<file path="config.mk">
export PLATFORM = sky130hd
export DESIGN_NAME = mavlink_frame_parser
export DESIGN_NICKNAME = d
export VERILOG_FILES = /design/src/hw/rtl/mvl_pkg.sv /design/src/hw/rtl/mvl_front.sv /design/src/hw/rtl/mvl_fifo.sv /design/src/hw/rtl/mvl_back.sv /design/src/hw/rtl/mavlink_frame_parser.sv
export SDC_FILE = /design/constraint.sdc
export NUM_CORES = 1
export LEC_CHECK = 0
export ABC_AREA = 1
export ABC_CLOCK_PERIOD_IN_PS = 4700
export BUFFER_PORTS_ARGS = -buffer_cell sky130_fd_sc_hd__clkbuf_2
export CAP_MARGIN = 30
export CORE_MARGIN = 4
export CORE_UTILIZATION = 45
export DETAILED_ROUTE_END_ITERATION = 10
export PLACE_DENSITY = 0.61
export SYNTH_ARGS = -nofsm -noshare
export SYNTH_HDL_FRONTEND = slang
export SYNTH_SLANG_ARGS = --single-unit
</file>
<file path="constraint.sdc">
create_clock -name clk -period 4.7 [get_ports clk]
set_input_delay 0 -clock clk [delete_from_list [all_inputs] [get_ports clk]]
set_output_delay 0 -clock clk [all_outputs]
set_load 0.005 [all_outputs]
</file>
<file path="src/hw/rtl/mvl_pkg.sv">
package mvl_pkg;

	// result status codes
	typedef enum logic [1:0] {
		ST_BUSY    = 2'd0,
		ST_NOSYNC  = 2'd1,
		ST_BADCRC  = 2'd2,
		ST_DONE    = 2'd3
	} mvl_status_t;

	// role of one byte within the frame, decided by the front end
	typedef enum logic [2:0] {
		KIND_IDLE    = 3'd0,
		KIND_LEN     = 3'd1,
		KIND_SEQ     = 3'd2,
		KIND_SYS     = 3'd3,
		KIND_COMP    = 3'd4,
		KIND_MSG     = 3'd5,
		KIND_PAYLOAD = 3'd6,
		KIND_CHECK   = 3'd7
	} mvl_kind_t;

	localparam int unsigned POS_W      = 9;
	localparam int unsigned CRC_W      = 16;
	localparam logic [POS_W-1:0] HDR_END = 9'd6;
	localparam logic [CRC_W-1:0] CRC_INIT = 16'hFFFF;
	localparam logic [7:0]       SYNC_RESET = 8'hFE;

	// one classified byte on its way from the front end to the back end
	typedef struct packed {
		mvl_kind_t          kind;
		logic [7:0]         data;
		mvl_status_t        status;
		logic [POS_W-1:0]   next_pos;
		logic [CRC_W-1:0]   crc;
	} mvl_item_t;

	// one x.25 checksum step over one byte
	function automatic logic [CRC_W-1:0] x25_step(input logic [CRC_W-1:0] crc,
			input logic [7:0] b);
		logic [7:0] t;
		t = b ^ crc[7:0];
		t = t ^ {t[3:0], 4'b0000};
		x25_step = {8'h00, crc[15:8]} ^ {t, 8'h00} ^ {5'b00000, t, 3'b000}
			^ {12'h000, t[7:4]};
	endfunction

endpackage

</file>
<file path="src/hw/rtl/mvl_front.sv">
module mvl_front
	import mvl_pkg::*;
(
	input  logic        clk,
	input  logic        arst_n,
	input  logic        in_valid,
	input  logic [7:0]  in_byte,
	input  logic        in_accept,
	input  logic        cfg_valid,
	input  logic [7:0]  cfg_data,
	output mvl_item_t   item
);

	logic [7:0]       sync_q;
	logic [POS_W-1:0] pos_q;
	logic [7:0]       len_q;
	logic [CRC_W-1:0] crc_q;

	logic [POS_W-1:0] crc_pos;
	logic [CRC_W-1:0] crc_next;
	logic [CRC_W-1:0] crc_stepped;

	assign crc_pos     = {1'b0, len_q} + HDR_END;
	assign crc_stepped = x25_step(crc_q, in_byte);

	// classify the byte by its frame position
	always_comb begin
		item.kind     = KIND_IDLE;
		item.data     = in_byte;
		item.status   = ST_BUSY;
		item.next_pos = '0;
		crc_next      = crc_q;
		if (pos_q == '0) begin
			if (in_byte != sync_q) begin
				item.status = ST_NOSYNC;
			end else begin
				crc_next      = CRC_INIT;
				item.next_pos = 9'd1;
			end
		end else if (pos_q < HDR_END) begin
			case (pos_q)
				9'd1:    item.kind = KIND_LEN;
				9'd2:    item.kind = KIND_SEQ;
				9'd3:    item.kind = KIND_SYS;
				9'd4:    item.kind = KIND_COMP;
				default: item.kind = KIND_MSG;
			endcase
			crc_next      = crc_stepped;
			item.next_pos = pos_q + 9'd1;
		end else if (pos_q < crc_pos) begin
			item.kind     = KIND_PAYLOAD;
			crc_next      = crc_stepped;
			item.next_pos = pos_q + 9'd1;
		end else if (pos_q == crc_pos) begin
			item.kind = KIND_CHECK;
			if (in_byte != crc_q[7:0]) begin
				item.status = ST_BADCRC;
			end else begin
				item.next_pos = pos_q + 9'd1;
			end
		end else begin
			item.kind   = KIND_CHECK;
			item.status = (in_byte != crc_q[15:8]) ? ST_BADCRC : ST_DONE;
		end
		item.crc = crc_next;
	end

	// frame tracking state
	always_ff @(posedge clk or negedge arst_n) begin
		if (!arst_n) begin
			pos_q <= '0;
			len_q <= '0;
			crc_q <= CRC_INIT;
		end else if (in_accept) begin
			pos_q <= item.next_pos;
			crc_q <= crc_next;
			if (item.kind == KIND_LEN) begin
				len_q <= in_byte;
			end
		end
	end

	// sync marker register
	always_ff @(posedge clk or negedge arst_n) begin
		if (!arst_n) begin
			sync_q <= SYNC_RESET;
		end else if (cfg_valid) begin
			sync_q <= cfg_data;
		end
	end

	// a sync byte taken while hunting opens a frame
	a_sync_opens: assert property (@(posedge clk) disable iff (!arst_n)
		(in_accept && pos_q == '0 && in_byte == sync_q) |=> (pos_q == 9'd1 && crc_q == CRC_INIT))
		else $error("sync byte did not open a frame");

	// position never runs past the high checksum byte
	a_pos_bound: assert property (@(posedge clk) disable iff (!arst_n)
		pos_q <= crc_pos + 9'd1)
		else $error("frame position out of range");

	// an accept always comes with a request
	a_accept_valid: assert property (@(posedge clk) disable iff (!arst_n)
		in_accept |-> in_valid)
		else $error("accept without request");

endmodule

</file>
<file path="src/hw/rtl/mvl_fifo.sv">
module mvl_fifo
	import mvl_pkg::*;
(
	input  logic      clk,
	input  logic      arst_n,
	input  logic      push,
	input  mvl_item_t wr_item,
	input  logic      pop,
	output mvl_item_t rd_item,
	output logic      full,
	output logic      empty
);

	mvl_item_t  mem_q [2];
	logic       wr_ptr_q;
	logic       rd_ptr_q;
	logic [1:0] cnt_q;

	assign full    = (cnt_q == 2'd2);
	assign empty   = (cnt_q == 2'd0);
	assign rd_item = mem_q[rd_ptr_q];

	// storage
	always_ff @(posedge clk) begin
		if (push) begin
			mem_q[wr_ptr_q] <= wr_item;
		end
	end

	// pointers and fill count
	always_ff @(posedge clk or negedge arst_n) begin
		if (!arst_n) begin
			wr_ptr_q <= 1'b0;
			rd_ptr_q <= 1'b0;
			cnt_q    <= 2'd0;
		end else begin
			if (push) begin
				wr_ptr_q <= ~wr_ptr_q;
			end
			if (pop) begin
				rd_ptr_q <= ~rd_ptr_q;
			end
			case ({push, pop})
				2'b10:   cnt_q <= cnt_q + 2'd1;
				2'b01:   cnt_q <= cnt_q - 2'd1;
				default: cnt_q <= cnt_q;
			endcase
		end
	end

	// no overflow and no underflow
	a_no_overflow: assert property (@(posedge clk) disable iff (!arst_n)
		!(push && full) && !(pop && empty))
		else $error("queue overflow or underflow");

endmodule

</file>
<file path="src/hw/rtl/mvl_back.sv">
module mvl_back
	import mvl_pkg::*;
(
	input  logic         clk,
	input  logic         arst_n,
	input  logic         q_empty,
	input  mvl_item_t    q_item,
	output logic         q_pop,
	output logic         m_tvalid,
	input  logic         m_tready,
	output logic [79:0]  m_tdata,
	output logic [2:0]   m_tuser
);

	logic [7:0]       len_q;
	logic [7:0]       seq_q;
	logic [7:0]       sys_q;
	logic [7:0]       comp_q;
	logic [7:0]       msg_q;
	logic [7:0]       len_d;
	logic [7:0]       seq_d;
	logic [7:0]       sys_d;
	logic [7:0]       comp_d;
	logic [7:0]       msg_d;

	logic             out_valid_q;
	mvl_status_t      out_status_q;
	logic [POS_W-1:0] out_pos_q;
	logic [7:0]       out_pbyte_q;
	logic             out_pvalid_q;
	logic [7:0]       out_len_q;
	logic [7:0]       out_seq_q;
	logic [7:0]       out_sys_q;
	logic [7:0]       out_comp_q;
	logic [7:0]       out_msg_q;
	logic [CRC_W-1:0] out_crc_q;

	logic             is_payload;

	assign q_pop      = !q_empty && (!out_valid_q || m_tready);
	assign is_payload = (q_item.kind == KIND_PAYLOAD);

	// header registers after this byte
	always_comb begin
		len_d  = len_q;
		seq_d  = seq_q;
		sys_d  = sys_q;
		comp_d = comp_q;
		msg_d  = msg_q;
		case (q_item.kind)
			KIND_LEN:  len_d  = q_item.data;
			KIND_SEQ:  seq_d  = q_item.data;
			KIND_SYS:  sys_d  = q_item.data;
			KIND_COMP: comp_d = q_item.data;
			KIND_MSG:  msg_d  = q_item.data;
			default:   ;
		endcase
	end

	always_ff @(posedge clk or negedge arst_n) begin
		if (!arst_n) begin
			len_q  <= '0;
			seq_q  <= '0;
			sys_q  <= '0;
			comp_q <= '0;
			msg_q  <= '0;
		end else if (q_pop) begin
			len_q  <= len_d;
			seq_q  <= seq_d;
			sys_q  <= sys_d;
			comp_q <= comp_d;
			msg_q  <= msg_d;
		end
	end

	// output register valid
	always_ff @(posedge clk or negedge arst_n) begin
		if (!arst_n) begin
			out_valid_q <= 1'b0;
		end else if (q_pop) begin
			out_valid_q <= 1'b1;
		end else if (m_tready) begin
			out_valid_q <= 1'b0;
		end
	end

	// output register payload
	always_ff @(posedge clk) begin
		if (q_pop) begin
			out_status_q <= q_item.status;
			out_pos_q    <= q_item.next_pos;
			out_pbyte_q  <= is_payload ? q_item.data : 8'h00;
			out_pvalid_q <= is_payload;
			out_len_q    <= len_d;
			out_seq_q    <= seq_d;
			out_sys_q    <= sys_d;
			out_comp_q   <= comp_d;
			out_msg_q    <= msg_d;
			out_crc_q    <= q_item.crc;
		end
	end

	assign m_tvalid = out_valid_q;
	assign m_tuser  = {out_pvalid_q, out_status_q};
	assign m_tdata  = {7'b0000000, out_crc_q, out_msg_q, out_comp_q, out_sys_q,
		out_seq_q, out_len_q, out_pbyte_q, out_pos_q};

	// a payload byte never closes or drops a frame
	a_payload_busy: assert property (@(posedge clk) disable iff (!arst_n)
		(out_valid_q && out_pvalid_q) |-> (out_status_q == ST_BUSY && out_pos_q != '0))
		else $error("payload byte with final status");

	// a finished or failed frame always returns to hunting
	a_end_hunts: assert property (@(posedge clk) disable iff (!arst_n)
		(out_valid_q && out_status_q != ST_BUSY) |-> (out_pos_q == '0))
		else $error("frame end without return to hunting");

endmodule

</file>
<file path="src/hw/rtl/mavlink_frame_parser.sv">
// mavlink v1 frame parser
//
// input stream: one received serial byte per request on s_tdata[7:0].
// output stream: one result per input byte, in order. m_tuser carries the
// status code and the payload flag, m_tdata the next frame position, the
// payload byte, the header fields and the running x.25 checksum.
// configuration: cfg_valid/cfg_data write the sync marker byte; cfg_ready
// is always high. write it only while no byte is in flight.
// throughput: one byte per cycle while m_tready stays high. the front end
// decides each byte's role and checksum in the cycle it is accepted, a
// two-entry queue holds classified bytes, and the back end updates the
// header registers into an output register.
// path: a taken byte goes through the queue, then the output register.
// reset: hunting for sync, checksum 0xFFFF, header registers zero, sync
// marker 0xFE, queue and output register empty.
// stall: with m_tready low the output register holds; the queue absorbs
// two more bytes, after which s_tready drops until the receiver resumes.
module mavlink_frame_parser
	import mvl_pkg::*;
(
	input  logic        clk,
	input  logic        arst_n,
	input  logic        s_tvalid,
	output logic        s_tready,
	input  logic [7:0]  s_tdata,   // [7:0] rx_byte
	output logic        m_tvalid,
	input  logic        m_tready,
	output logic [79:0] m_tdata,   // [8:0] next_position, [16:9] payload_byte,
	                               // [24:17] frame_length, [32:25] sequence_res,
	                               // [40:33] system_id, [48:41] component_id,
	                               // [56:49] message_id, [72:57] frame_checksum
	output logic [2:0]  m_tuser,   // [1:0] status, [2] payload_valid
	input  logic        cfg_valid,
	output logic        cfg_ready,
	input  logic [7:0]  cfg_data   // [7:0] sync_byte
);

	mvl_item_t front_item;
	mvl_item_t back_item;
	logic      q_full;
	logic      q_empty;
	logic      q_pop;
	logic      in_accept;

	assign s_tready  = !q_full;
	assign in_accept = s_tvalid && !q_full;
	assign cfg_ready = 1'b1;

	// byte classification and checksum
	mvl_front u_front (
		.clk       (clk),
		.arst_n    (arst_n),
		.in_valid  (s_tvalid),
		.in_byte   (s_tdata),
		.in_accept (in_accept),
		.cfg_valid (cfg_valid),
		.cfg_data  (cfg_data),
		.item      (front_item)
	);

	// decoupling queue
	mvl_fifo u_fifo (
		.clk     (clk),
		.arst_n  (arst_n),
		.push    (in_accept),
		.wr_item (front_item),
		.pop     (q_pop),
		.rd_item (back_item),
		.full    (q_full),
		.empty   (q_empty)
	);

	// header capture and result output
	mvl_back u_back (
		.clk      (clk),
		.arst_n   (arst_n),
		.q_empty  (q_empty),
		.q_item   (back_item),
		.q_pop    (q_pop),
		.m_tvalid (m_tvalid),
		.m_tready (m_tready),
		.m_tdata  (m_tdata),
		.m_tuser  (m_tuser)
	);

endmodule

</file>
# ---- Yosys cells after proc, flatten, opt, wreduce, memory -nomap -nowiden
# Memories as Yosys holds them, arrays and structs flattened.
# Index checks and enable logic that the tools add are counted.
# W data, S select, Z words.
dict set report classes {
  eq_ne 18
  mux 30
  div 0
  shifts 0
  n_addsub 4
  reduce_logical 11
  bitwise 7
  mul 0
  order_cmp 2
}
# operator count
set ops {}
lappend ops {{$mux W16} 4}
lappend ops {{$mux W8} 5}
lappend ops {{$mux W9} 4}
lappend ops {{$ne A8 B8 Y1} 3}
lappend ops {{$eq A9 B2 Y1 const B} 2}
lappend ops {{$xor A16 B11 Y16} 1}
lappend ops {{$xor A16 B4 Y16} 1}
lappend ops {{$xor A8 B16 Y16} 1}
lappend ops {{$xor A8 B8 Y8} 2}
lappend ops {{$pmux W3 S4} 1}
lappend ops {{$mux W11} 1}
lappend ops {{$add A8 B3 Y9 const B} 1}
lappend ops {{$add A9 B1 Y9 const B} 1}
lappend ops {{$eq A3 B3 Y1 const B} 3}
lappend ops {{$eq A9 B1 Y1 const B} 1}
lappend ops {{$eq A9 B3 Y1 const B} 1}
lappend ops {{$eq A9 B9 Y1} 1}
lappend ops {{$logic_not A9 Y1} 1}
lappend ops {{$lt A9 B3 Y1 const B} 1}
lappend ops {{$lt A9 B9 Y1} 1}
lappend ops {{$mux W1} 8}
lappend ops {{$mux W2} 4}
lappend ops {{$eq A3 B1 Y1 const B} 2}
lappend ops {{$eq A3 B2 Y1 const B} 2}
lappend ops {{other kinds (13)} 20}
dict set report totals {
  inputBits 21
  wordCells 96
  output_inout_bits 86
  latchBits 0
  ff_bits 162
  romBits 0
  memories 1
  mem_bits_rw 76
}
# memory depth word_bits rd rd_ports_with_merged_regs wr line_no
set mem_list {}
lappend mem_list {u_fifo.mem_q 2 38 1 0 1 mvl_fifo.sv:14} ;# mvl_item_t mem_q [2];

# ---- Logic depth before layout (Yosys ltp)
# Gate-level depths: netlist of run 1.
dict set report depth {
  depth_word 8
  depth_mapped 18
  depth_no_buf 17
}

# ---- Cells and area by module
# A second synthesis of run 1 with hierarchy kept.
dict set report hier_totals {
  cells_unflattened 1185
  area_unflattened_um2 11443.5
}
# module seq_area_each_um2 cells_per_inst instances area_each_um2
set by_module_without_submodules {}
lappend by_module_without_submodules {mvl_back 3308.2 455 1 4873.4}
lappend by_module_without_submodules {mvl_front 1054.8 503 1 3525.9}
lappend by_module_without_submodules {mvl_fifo 2382.3 222 1 3019.1}
lappend by_module_without_submodules {mavlink_frame_parser 0.0 5 1 25.0}

# ---- Least setup slack after synthesis of run 1
# No wires, ideal clock.
dict set report synth_path {
  path_kind {reg2reg}
  startpoint {reg u_back.out_valid_q (netlist: u_back.m_tvalid)}
  endpoint {reg u_fifo.cnt_q[1]}
  slack_ns 0.524
  synth_period_minus_slack_ns 4.176
  required_time_ns 4.569
  setup_ns 0.131
  stages_incl_launch_ff 9
  path_buffers 1
  t_arrival_ns 4.045
  path_cell_list {dfrtp_1 -> inv_1 -> nor2_1 -> a21oi_1 -> clkbuf_1 -> ha_1 -> a21oi_1 -> o21ai_0 -> xor2_1}
}
dict set report synth_via {
  elab_chain_len 5
  word_cells_on_any_way 7
  cone_classes {eq/ne: 2; mux: 1; reduce/logical: 4}
}
# element line_no
set synth_lines {}
lappend synth_lines {{start: declaration} mvl_back.sv:26} ;# logic out_valid_q;
lappend synth_lines {{start signal: assignment} mvl_back.sv:79} ;# out_valid_q <= 1'b0;
lappend synth_lines {{start signal: assignment} mvl_back.sv:81} ;# out_valid_q <= 1'b1;
lappend synth_lines {{start signal: assignment} mvl_back.sv:83} ;# out_valid_q <= 1'b0;
lappend synth_lines {{$logic_not A1 Y1 *} mvl_back.sv:40} ;# assign q_pop = !q_empty && (!out_valid_q || m_tready);
lappend synth_lines {{$logic_or A1 B1 Y1 *} mvl_back.sv:40}
lappend synth_lines {{$logic_and A1 B1 Y1 *} mvl_back.sv:40}
lappend synth_lines {{via q_pop} mavlink_frame_parser.sv:42} ;# logic q_pop;
lappend synth_lines {{$eq A2 B1 Y1 / $eq A2 B2 Y1 (equally long branches)} mvl_fifo.sv:43} ;# case ({push, pop})
lappend synth_lines {{$pmux W2 S2 / $reduce_bool A2 Y1 (equally long branches)} --}
lappend synth_lines {{end signal: assignment} mvl_fifo.sv:44} ;# 2'b10: cnt_q <= cnt_q + 2'd1;
lappend synth_lines {{end signal: assignment} mvl_fifo.sv:45} ;# 2'b01: cnt_q <= cnt_q - 2'd1;
lappend synth_lines {{end signal: assignment} mvl_fifo.sv:46} ;# default: cnt_q <= cnt_q;
lappend synth_lines {{end: declaration} mvl_fifo.sv:17} ;# logic [1:0] cnt_q;
# Mark *: on every way through the listed nets, which the timed path passes. The rest lies on a longest branch.
# A chain may end at the register's enable or synchronous reset.

==> run summary, run 1 <==
Placed Cells incl. Taps -> 1,429
GRT overflow -> 0
Status -> finished, final reports clean
CP max stage cell -> nand2_2
Post-DP HPWL -> 15,200 um
CTS tree -> yes
Layout cells sized above 1 -> 0.170
First-pass GRT wire length -> 37,200 um
Clock Root Buffer -> clkbuf_16
Seq cells post-synth -> 238
Remaining antenna violation count after routing -> 0
Area grow syn2layout -> 18.4%
Die Area -> 0.0261 mm2
Crit. End Element -> flop
Vias in the first global route -> 7,074
Final nets -> 1,209
Most common cell after layout, fill and taps aside -> nand2_1
Max FO, Critical Path -> 18
Total track usage -> 0.175
IO Pins -> 107
Synth area leader -> edfxtp_1
Async SR Flop Fraction -> 0.361
Crit path cell chain -> inv_1 -> ha_1 -> nand3b_1 -> nand3b_1 -> xor2_1 -> ha_1 -> nand2_1 -> inv_1 -> nand2_1 -> nor2_1 -> o21ai_0 -> nand2_1 -> nand2_1 -> nand2_2 -> nand2_1 -> and2_1
Crit-path max cell delay -> 490 ps
Crit Path Class -> reg2reg
Max H-tree Level -> 1
Setup Buffers After CTS -> 0
Final setup vio count -> 0
Highest Clock Rate -> 0.296 GHz
Cell row count -> 55
Netlist cell types -> 38
Yosys warnings -> 0
CTS max path bufs -> 3
Port bufs -> 98
Die Wd -> 161 um
Initial DRC Count -> 506
Clk sinks -> 238
WP data arrival -> 3670 ps
Die H -> 161 um
Final-report hold violation count -> 0
Levels on crit path -> 16
Initial Util -> 0.463
Worst hold path class -> in2async
Reg2Reg Depth -> 16
Initial antenna violation count -> 0
Register area share after synthesis -> 0.636
Routed vias/inst -> 4.95
Setup TNS -> 0 ps
Router iterations before antenna repair -> 5
Antenna fix cells -> 0
Number of max-cap violations -> 0
Filler instances -> 2,003
Average size of a mapped cell -> 10.1 um2
Largest net degree at the start of global routing -> 78
Post-placement cell area -> 0.0114 mm2
Slew Limit Headroom -> 0.302
Latest clock arrival within the worst-skew pair -> 550 ps
Crit path top cell by count -> nand2_1
Largest cells by area after synthesis -> edfxtp_1 (43%), nand2_1 (15%), dfrtp_1 (15%)
Leak pwr -> 5.71 nW
Buffers & Inverters on Critical Path -> 2
Routed wire length -> 23,100 um
# DRC -> 0
Minimum clock period -> 3380 ps
Core area -> 0.0229 mm2
WL/cell -> 15.3 um
Post-synth EDFFs -> 152
Actual slew at the worst max-slew pin -> 1020 ps
RSZ-0062 raised after global routing -> no
Clock-pin slew on the worst setup and hold paths -> 60 ps
Via count -> 7,452
Syn Std Cell Area -> 0.0106 mm2
Placer Congestion -> 0.884
Ys flop type -> edfxtp_1
R2r setup slk -> 1320 ps
Fin. max-slew vios -> 0
Startpoint Class -> flop
Tot Pwr -> 9.79 mW
Mapped Cells -> 1,045
Worst vdd ir -> 0.337 mV
CP top delay family -> simple AND/OR/NAND/NOR gates
CP required -> 4990 ps
Non-filler cells, final -> 1,506
Power per cell area -> 780 mW/mm2
Crit share post-route -> 0.719
CTS buffer count -> 26
Finished layout cell area -> 0.0126 mm2
Most frequent cells in the layout -> nand2_1 (421), edfxtp_1 (152), clkbuf_2 (97), dfrtp_1 (63), inv_1 (55)
Clk_skew -> 25.3 ps
Yosys top cell area share -> 0.431
-- layer usage --
layer | GRT usage | up-vias | wire, um
met5 | 0 | - | 0
met4 | 0.0357 | 0 | 282
met3 | 0.0283 | 20 | 1230
met2 | 0.292 | 185 | 11100
met1 | 0.246 | 3577 | 10500
li1 | - | 3670 | -
-- worst reg2reg max path: stages, from the launching register on --
cell and delay [ps]:
dfrtp_1 400, inv_1 60, ha_1 210, nand3b_1 180, nand3b_1 190, xor2_1 150
ha_1 290, nand2_1 50, inv_1 60, nand2_1 60, nor2_1 80, o21ai_0 80
nand2_1 120, nand2_1 400, nand2_2 500, nand2_1 130, and2_1 170
-- path summary, 6_finish.rpt --
check | start | to
worst max-delay path | u_front.len_q[1] | u_fifo.mem_q[0][13]
worst min-delay path | arst_n | u_back.len_q[6]
worst min register to register | u_back.len_q[5] | u_back.len_q[5]
worst max register to register | u_front.len_q[1] | u_fifo.mem_q[0][13]
min in group clk | m_tready | u_back.m_tvalid
max in group asynchronous | arst_n | u_front.crc_q[2]
-- through the flow --
step | util | setup WS [ps] | hold WS [ps]
floorplan | - | 524 | -296
global placement | 0.496 | 1460 | 56.5
detailed placement | 0.498 | 1380 | 57.8
CTS | 0.548 | 1350 | 34.5
global route | 0.548 | 964 | 74.9
finish | 0.548 | 1320 | 10.0
-- synth_stat cells, drive strengths merged, types with 3 or more instances --
library cell and count:
nand2 426, edfxtp 152, dfrtp 63, inv 58
o21ai 54, nor2 53, nand3 49, buf 25
dfstp 23, xor2 19, clkbuf 18, xnor2 18
ha 15, nand4 13, and2 12, nand3b 12
mux2i 8, a21oi 6, mux2 6, nor3 5
a21boi 3
-- what timing repair did --
| item | 4_1_cts | 5_1_grt |
|---|---|---|
| gates resized for setup | 0 | 0 |
| hold buffers | 29 | 0 |
| hold endpoints to repair | 91 | 0 |
| setup endpoints to repair | 0 | 0 |
-- cells by family (layout without fill, tap and decap cells) --
family                     count (synthesis)  count (layout)  synth area share
other                                      2               8          0.000708
DFF                                      238             238             0.636
and+or+nand+nor                          573             573             0.224
muxes                                     14              14            0.0139
xor gates and xnor gates                  37              37            0.0306
adders and majority gates                 15              15            0.0177
buffers and inverters                    102             244            0.0420
AOI/OAI and AO/OA                         64              64            0.0347
-- flip-flops by register name (all words and copies together), names as in the netlist, 9 cells and up --
| signal | flops |
|---|---|
| u_front.crc_q | 16 |
| u_fifo.mem_q | 76 |
| u_front.pos_q | 9 |
| u_back.out_crc_q | 16 |
| u_back.out_pos_q | 9 |
-- report_power, final --
group	switching (mW)	total, mW	internal [mW]
logic	2.52	3.76	1.24
clock network	0.835	2.02	1.18
registers	0.422	4.01	3.59
-- layout make-up --
type,count,area [um2],area share
clock inverters,14,146,0.0117
multi-input cells,711,3460,0.276
well taps,313,392,0.0312
clock buffers,34,711,0.0566
flip-flops and latches,238,6750,0.537
repair buffers,137,878,0.0700
inverters,59,221,0.0176
Power figures use the tool's default switching activity.
==> run 2, diff against run 1 <==
--- a/config.mk
+++ b/config.mk
@@ -5,14 +5,14 @@
 export SDC_FILE = /design/constraint.sdc
 export NUM_CORES = 1
 export LEC_CHECK = 0
-export ABC_AREA = 1
-export ABC_CLOCK_PERIOD_IN_PS = 4700
+export ABC_AREA = 0
+export ABC_CLOCK_PERIOD_IN_PS = 2800
 export BUFFER_PORTS_ARGS = -buffer_cell sky130_fd_sc_hd__clkbuf_2
 export CAP_MARGIN = 30
 export CORE_MARGIN = 4
 export CORE_UTILIZATION = 45
 export DETAILED_ROUTE_END_ITERATION = 10
-export PLACE_DENSITY = 0.61
+export PLACE_DENSITY = 0.63
 export SYNTH_ARGS = -nofsm -noshare
 export SYNTH_HDL_FRONTEND = slang
 export SYNTH_SLANG_ARGS = --single-unit
==> constraint.sdc (replaced) <==
create_clock -name clk -period 2.8 [get_ports clk]
set_input_delay 0 -clock clk [delete_from_list [all_inputs] [get_ports clk]]
set_output_delay 0 -clock clk [all_outputs]
set_load 0.005 [all_outputs]
==> run 2 against run 1 <==
  * Global-route usage fell by 1.2 points
  * Design area fell by 0.31%
  * Clock skew fell by 13 ps
  * Largest cell class unchanged
  * Combinational power rose by 77%
  * Maximum frequency rose by 26%
  * Clock-buffer cell count rose by 1
  * Clock power rose by 56%
  * Die area fell by 2.4%
  * Sequential share of layout area rose by 0.18 points
==> run summary, run 2 <==
Routed vias/inst -> 5.23
Syn Std Cell Area -> 0.0103 mm2
Worst hold path depth -> 4
IO Pins -> 107
Async SR Flop Fraction -> 0.361
Port bufs -> 98
Tot Pwr -> 16.6 mW
# DRC -> 0
Die Area -> 0.0254 mm2
Reg2Reg Depth -> 10
Max FO, Critical Path -> 5
WP data arrival -> 3030 ps
Final nets -> 925
Clk_skew -> 12.1 ps
Minimum clock period -> 2670 ps
Clk sinks -> 238
WHS -> 27.3 ps
Routed wire length -> 21,200 um
Highest Clock Rate -> 0.374 GHz
Seq cells post-synth -> 238
First-pass GRT wire length -> 34,200 um
Status -> finished, final reports clean
Finished layout cell area -> 0.0125 mm2
Initial antenna violation count -> 0
Largest regs -> u_fifo.mem_q: 76 flops, u_back.out_crc_q: 16 flops, u_front.crc_q: 16 flops
Startpoint Class -> flop
Synth area leader -> edfxtp_1
Vias in the first global route -> 6,475
Power per cell area -> 1320 mW/mm2
Leak pwr -> 4.91 nW
Slew Limit Headroom -> 0.395
Max reg flops -> 76
Number of max-cap violations -> 0
Initial DRC Count -> 357
CTS max path bufs -> 3
CP required -> 3150 ps
Most frequent cells in the layout -> edfxtp_1 (152), clkbuf_2 (97), dfrtp_1 (62), nor2_1 (58), mux2_2 (52)
Average size of a mapped cell -> 14.1 um2
CTS tree -> yes
Latest clock arrival within the worst-skew pair -> 510 ps
Most common cell after layout, fill and taps aside -> edfxtp_1
Crit Path Class -> reg2reg
Worst vdd ir -> 0.534 mV
GRT overflow -> 0
Initial Util -> 0.456
RSZ-0062 raised after global routing -> yes
Clock-pin slew on the worst setup and hold paths -> 60 ps
Cell row count -> 55
Area grow syn2layout -> 21.2%
Fin. max-slew vios -> 0
Post-synth EDFFs -> 152
Placer Congestion -> 0.813
Antenna fix cells -> 0
Post-Route Utilization -> 0.553
Remaining antenna violation count after routing -> 0
Netlist cell types -> 65
Post-DP HPWL -> 14,300 um
Most frequent cell after synthesis -> edfxtp_1
Die H -> 160 um
Post-placement cell area -> 0.0113 mm2
Post-synth top cells -> edfxtp_1 (152), dfrtp_1 (63), nor2_1 (61)
Router iterations before antenna repair -> 6
Register bank with the most flops -> u_fifo.mem_q
CTS buffer count -> 25
Mapped Cells -> 731
Register area share after synthesis -> 0.653
Crit. End Element -> flop
Yosys top cell area share -> 0.442
Ys flop type -> edfxtp_1
Crit share post-route -> 0.954
Worst hold path class -> in2reg
Largest net degree at the start of global routing -> 53
Layout cells sized above 1 -> 0.340
Total track usage -> 0.163
Core area -> 0.0226 mm2
Actual slew at the worst max-slew pin -> 902 ps
Die Wd -> 160 um
Largest cells by area after synthesis -> edfxtp_1 (44%), dfrtp_1 (15%), dfstp_2 (5.9%)
Setup TNS -> 0 ps
WL/cell -> 17.8 um
Yosys warnings -> 0
Final setup vio count -> 0
Final-report hold violation count -> 0
Max H-tree Level -> 1
Clock Root Buffer -> clkbuf_16
Via count -> 6,235
==> run 2: changes by cell type after synthesis, sizes merged, moves of 16 or more <==
cell	before	now
a21oi	6	51
inv	58	11
nor2	53	72
a2bb2oi	0	24
nand3	49	6
mux2	6	58
xnor2	18	35
o21ai	54	38
nand2	426	38
==> run 2: path summary, 6_finish.rpt <==
| check | start | endpoint | slack, ps |
|---|---|---|---|
| hold / removal | s_tvalid | u_front.pos_q[1] | 30 |
| setup reg to reg | u_front.len_q[4] | u_fifo.mem_q[0][20] | 130 |
| hold reg to reg | u_back.seq_q[7] | u_back.seq_q[7] | 510 |
| min in group asynchronous | arst_n | u_back.sys_q[6] | 80 |
| max in group asynchronous | arst_n | u_front.sync_q[1] | 1970 |
| setup / recovery | u_front.len_q[4] | u_fifo.mem_q[0][20] | 130 |
==> run 2: cells by family (layout without fill, tap and decap cells) <==
| group | Yosys count | in the layout | synth area share |
|---|---|---|---|
| compound gates | 144 | 144 | 0.108 |
| buf+inv | 53 | 221 | 0.0262 |
| flops | 238 | 238 | 0.653 |
| other cells | 2 | 8 | 0.000727 |
| xor+xnor | 56 | 56 | 0.0475 |
| simple gates | 156 | 158 | 0.0749 |
| mux | 67 | 67 | 0.0720 |
| fa+ha+maj | 15 | 15 | 0.0182 |
==> run 2: area by class of cell <==
class	count	area (um2)
fillers	1821	10100
flip-flops and latches	238	6750
multi-input cells	448	3440
repair buffers	165	1140
clock buffers	35	714
well taps	285	357
clock inverters	10	78.8
inverters	11	41.3
==> run 2: critical path, stage by stage, from the launching register on <==
cell and delay, ps:
dfrtp_1 390, nand3_1 170, a21oi_2 200, nand3_1 100
ha_1 330, nand4_1 160, or3_4 430, o31ai_4 220
a21oi_4 70, or2_4 310, a21oi_2 130
==> run 2: stage by stage <==
stage                     setup slack [ps]  cells
after floorplan                       3.06    737
after global placement               -70.6   1114
after detailed placement              -176   1114
after CTS                             7.64   1185
after global routing                 -35.6   1192
final                                  128   1192
==> run 2: power breakdown <==
group	total (mW)	leakage [nW]	internal, mW	switching [mW]
registers	6.76	2.43	6.00	0.757
logic	6.64	2.09	3.02	3.62
clock network	3.16	0.387	1.87	1.29
==> run 2: timing repair <==
action,in CTS,in global routing
hold buffers,26,0
buffers inserted,0,3
gates resized for setup,4,14
cloned,0,4
endpoints found under the hold margin,79,0
setup endpoints to repair,53,77
pin swaps,1,7
==> run 2: per-layer routing <==
layer / wire length (um) / GRT usage / share of wire
met5: 0 / 0 / 0
met4: 336 / 0.0406 / 0.016
met3: 1080 / 0.0342 / 0.051
met2: 10700 / 0.283 / 0.51
met1: 9070 / 0.211 / 0.43
==> run 3, diff against run 2 <==
--- a/config.mk
+++ b/config.mk
@@ -9,10 +9,11 @@
 export ABC_CLOCK_PERIOD_IN_PS = 2800
 export BUFFER_PORTS_ARGS = -buffer_cell sky130_fd_sc_hd__clkbuf_2
 export CAP_MARGIN = 30
+export CORE_ASPECT_RATIO = 1.25
 export CORE_MARGIN = 4
-export CORE_UTILIZATION = 45
+export CORE_UTILIZATION = 50
 export DETAILED_ROUTE_END_ITERATION = 10
-export PLACE_DENSITY = 0.63
+export PLACE_DENSITY = 0.69
 export SYNTH_ARGS = -nofsm -noshare
 export SYNTH_HDL_FRONTEND = slang
 export SYNTH_SLANG_ARGS = --single-unit
==> run 3 against run 2 <==
  * Die area shrank 9.5%
  * Cell count shrank 1.1%
  * First-iteration DRC count grew 7.0%
  * Critical path depth grew 2
  * Critical path type unchanged
  * Largest cell class unchanged
==> run summary, run 3 (synthesis results as in run 2) <==
Status -> finished, final reports clean
CTS buffer count -> 24
Power per cell area -> 1320 mW/mm2
Die H -> 169 um
Core area -> 0.0202 mm2
Routed vias/inst -> 5.37
Initial antenna violation count -> 0
Switching part of the total power -> 0.342
WL/cell -> 17.6 um
Port bufs -> 98
Worst hold path class -> in2reg
Net switching power -> 5.70 mW
GRT overflow -> 0
Antenna fix cells -> 0
Crit-path max cell delay -> 360 ps
Placer Congestion -> 0.899
WHS -> 47.5 ps
Setup TNS -> 0 ps
Initial DRC Count -> 382
# DRC -> 0
Final nets -> 927
Most frequent cells in the layout -> edfxtp_1 (152), clkbuf_2 (97), dfrtp_1 (62), nor2_1 (57), mux2_2 (52)
Largest net degree at the start of global routing -> 76
Actual slew at the worst max-slew pin -> 1000 ps
First-pass GRT wire length -> 33,200 um
Initial Util -> 0.510
Highest Clock Rate -> 0.370 GHz
Final worst-path setup slack -> 93.8 ps
Max FO, Critical Path -> 8
Fin. max-slew vios -> 0
WP data arrival -> 2950 ps
Comb pwr share -> 0.410
Final setup vio count -> 0
Total track usage -> 0.180
Register bank with the most flops -> u_fifo.mem_q
Clk sinks -> 238
Leak pwr -> 4.92 nW
Crit Path Class -> reg2reg
Worst vdd ir -> 0.660 mV
Via count -> 6,334
Max reg flops -> 76
CTS tree -> yes
Die Wd -> 137 um
Remaining antenna violation count after routing -> 0
Router iterations before antenna repair -> 5
Clock-pin slew on the worst setup and hold paths -> 60 ps
Post-DP HPWL -> 14,100 um
Routed wire length -> 20,700 um
Reg power frac -> 0.407
Place WS -> -269 ps
RSZ-0062 raised after global routing -> yes
Pint -> 11.0 mW
Minimum clock period -> 2710 ps
Layout cells sized above 1 -> 0.348
IO Pins -> 107
Crit. End Element -> flop
Crit share post-route -> 0.967
CP max stage cell -> dfrtp_1
Final-report hold violation count -> 0
Vias in the first global route -> 6,560
Area grow syn2layout -> 21.7%
Max H-tree Level -> 1
Clock Root Buffer -> clkbuf_16
Slew Limit Headroom -> 0.329
CTS max path bufs -> 3
CP required -> 3040 ps
Crit path cell chain -> inv_2 -> ha_4 -> nor3b_2 -> xnor2_1 -> ha_1 -> nand4_1 -> nor2_2 -> o21ai_2 -> a21oi_4 -> nor2_8 -> clkbuf_16 -> a2bb2oi_2
Most common cell after layout, fill and taps aside -> edfxtp_1
Tot Pwr -> 16.7 mW
Cell row count -> 58
Die Area -> 0.0230 mm2
Startpoint Class -> flop
Clock power frac -> 0.183
Clk_skew -> 9.15 ps
Largest regs -> u_fifo.mem_q: 76 flops, u_back.out_crc_q: 16 flops, u_front.crc_q: 16 flops
Number of max-cap violations -> 0
Latest clock arrival within the worst-skew pair -> 500 ps
## run 3: changes by cell type in the layout (fill, tap and decap cells not counted), sizes merged
| cell | change |
|---|---|
| nor2 | -1 |
| clkinv | +1 |
| buf | +4 |
| clkbuf | -2 |
## run 3: area by class of cell
class	instances	area, um2
clock buffer	33	676
clock inverter	11	92.6
fill	1516	7670
inverter	11	41.3
multi-input combinational	447	3480
sequential	238	6750
tap	270	338
timing repair buffer	169	1200
## run 3: path summary, 6_finish.rpt
| check | cells past startpoint | start | slack (ps) | end |
|---|---|---|---|---|
| min in group asynchronous | 2 | arst_n | 60 | u_front.len_q[0] |
| worst max register to register | 12 | u_front.len_q[2] | 90 | u_fifo.mem_q[0][10] |
| worst max-delay path | 12 | u_front.len_q[2] | 90 | u_fifo.mem_q[0][10] |
| worst min register to register | 1 | u_back.seq_q[6] | 510 | u_back.seq_q[6] |
| max in group asynchronous | 3 | arst_n | 2060 | u_front.crc_q[0] |
| worst min-delay path | 4 | s_tvalid | 50 | u_front.pos_q[1] |
## run 3: metal layers
layer  wire (um)  part of all wire  vias to the layer above  global-route usage
li1            -                 -                     2985                   -
met1        8040              0.39                     3101               0.221
met2       10900              0.53                      211               0.323
met3        1240             0.060                       37              0.0259
met4         482             0.023                        0              0.0592
met5           0                 0                        -                   0
## run 3: power by group through the flow
stage / combinational, mW / sequential [mW] / clock, mW
global placement: 6.09 / 6.74 / 0
floorplan: 4.26 / 6.69 / 0
finish: 6.83 / 6.77 / 3.05
detailed placement: 6.31 / 6.83 / 0
global route: 7.47 / 6.91 / 3.29
CTS: 6.54 / 6.77 / 3.13
## run 3: timing repair
| action | CTS | global route |
|---|---|---|
| setup endpoints to repair | 66 | 74 |
| pin swaps | 4 | 13 |
| setup buffers | 3 | 5 |
| hold endpoints to repair | 107 | 0 |
| cloned | 1 | 2 |
| hold buffers | 26 | 0 |
| resized for setup | 12 | 17 |
## run 3: metrics by stage
step,instances,util,area (um2)
after floorplan,737,-,10400
after global placement,1099,0.559,11300
after detailed placement,1099,0.559,11300
after CTS,1173,0.614,12400
after global routing,1179,0.621,12600
final,1179,0.621,12600
## run 3: worst max-delay path, delay by kind of cell (launching register included)
kind                       cells  cell delay (ps)
buffers and inverters          2              240
xor gates and xnor gates       1              100
adders and majority gates      2              470
and+or+nand+nor                4              700
DFF                            1              360
AOI/OAI and AO/OA              3              570
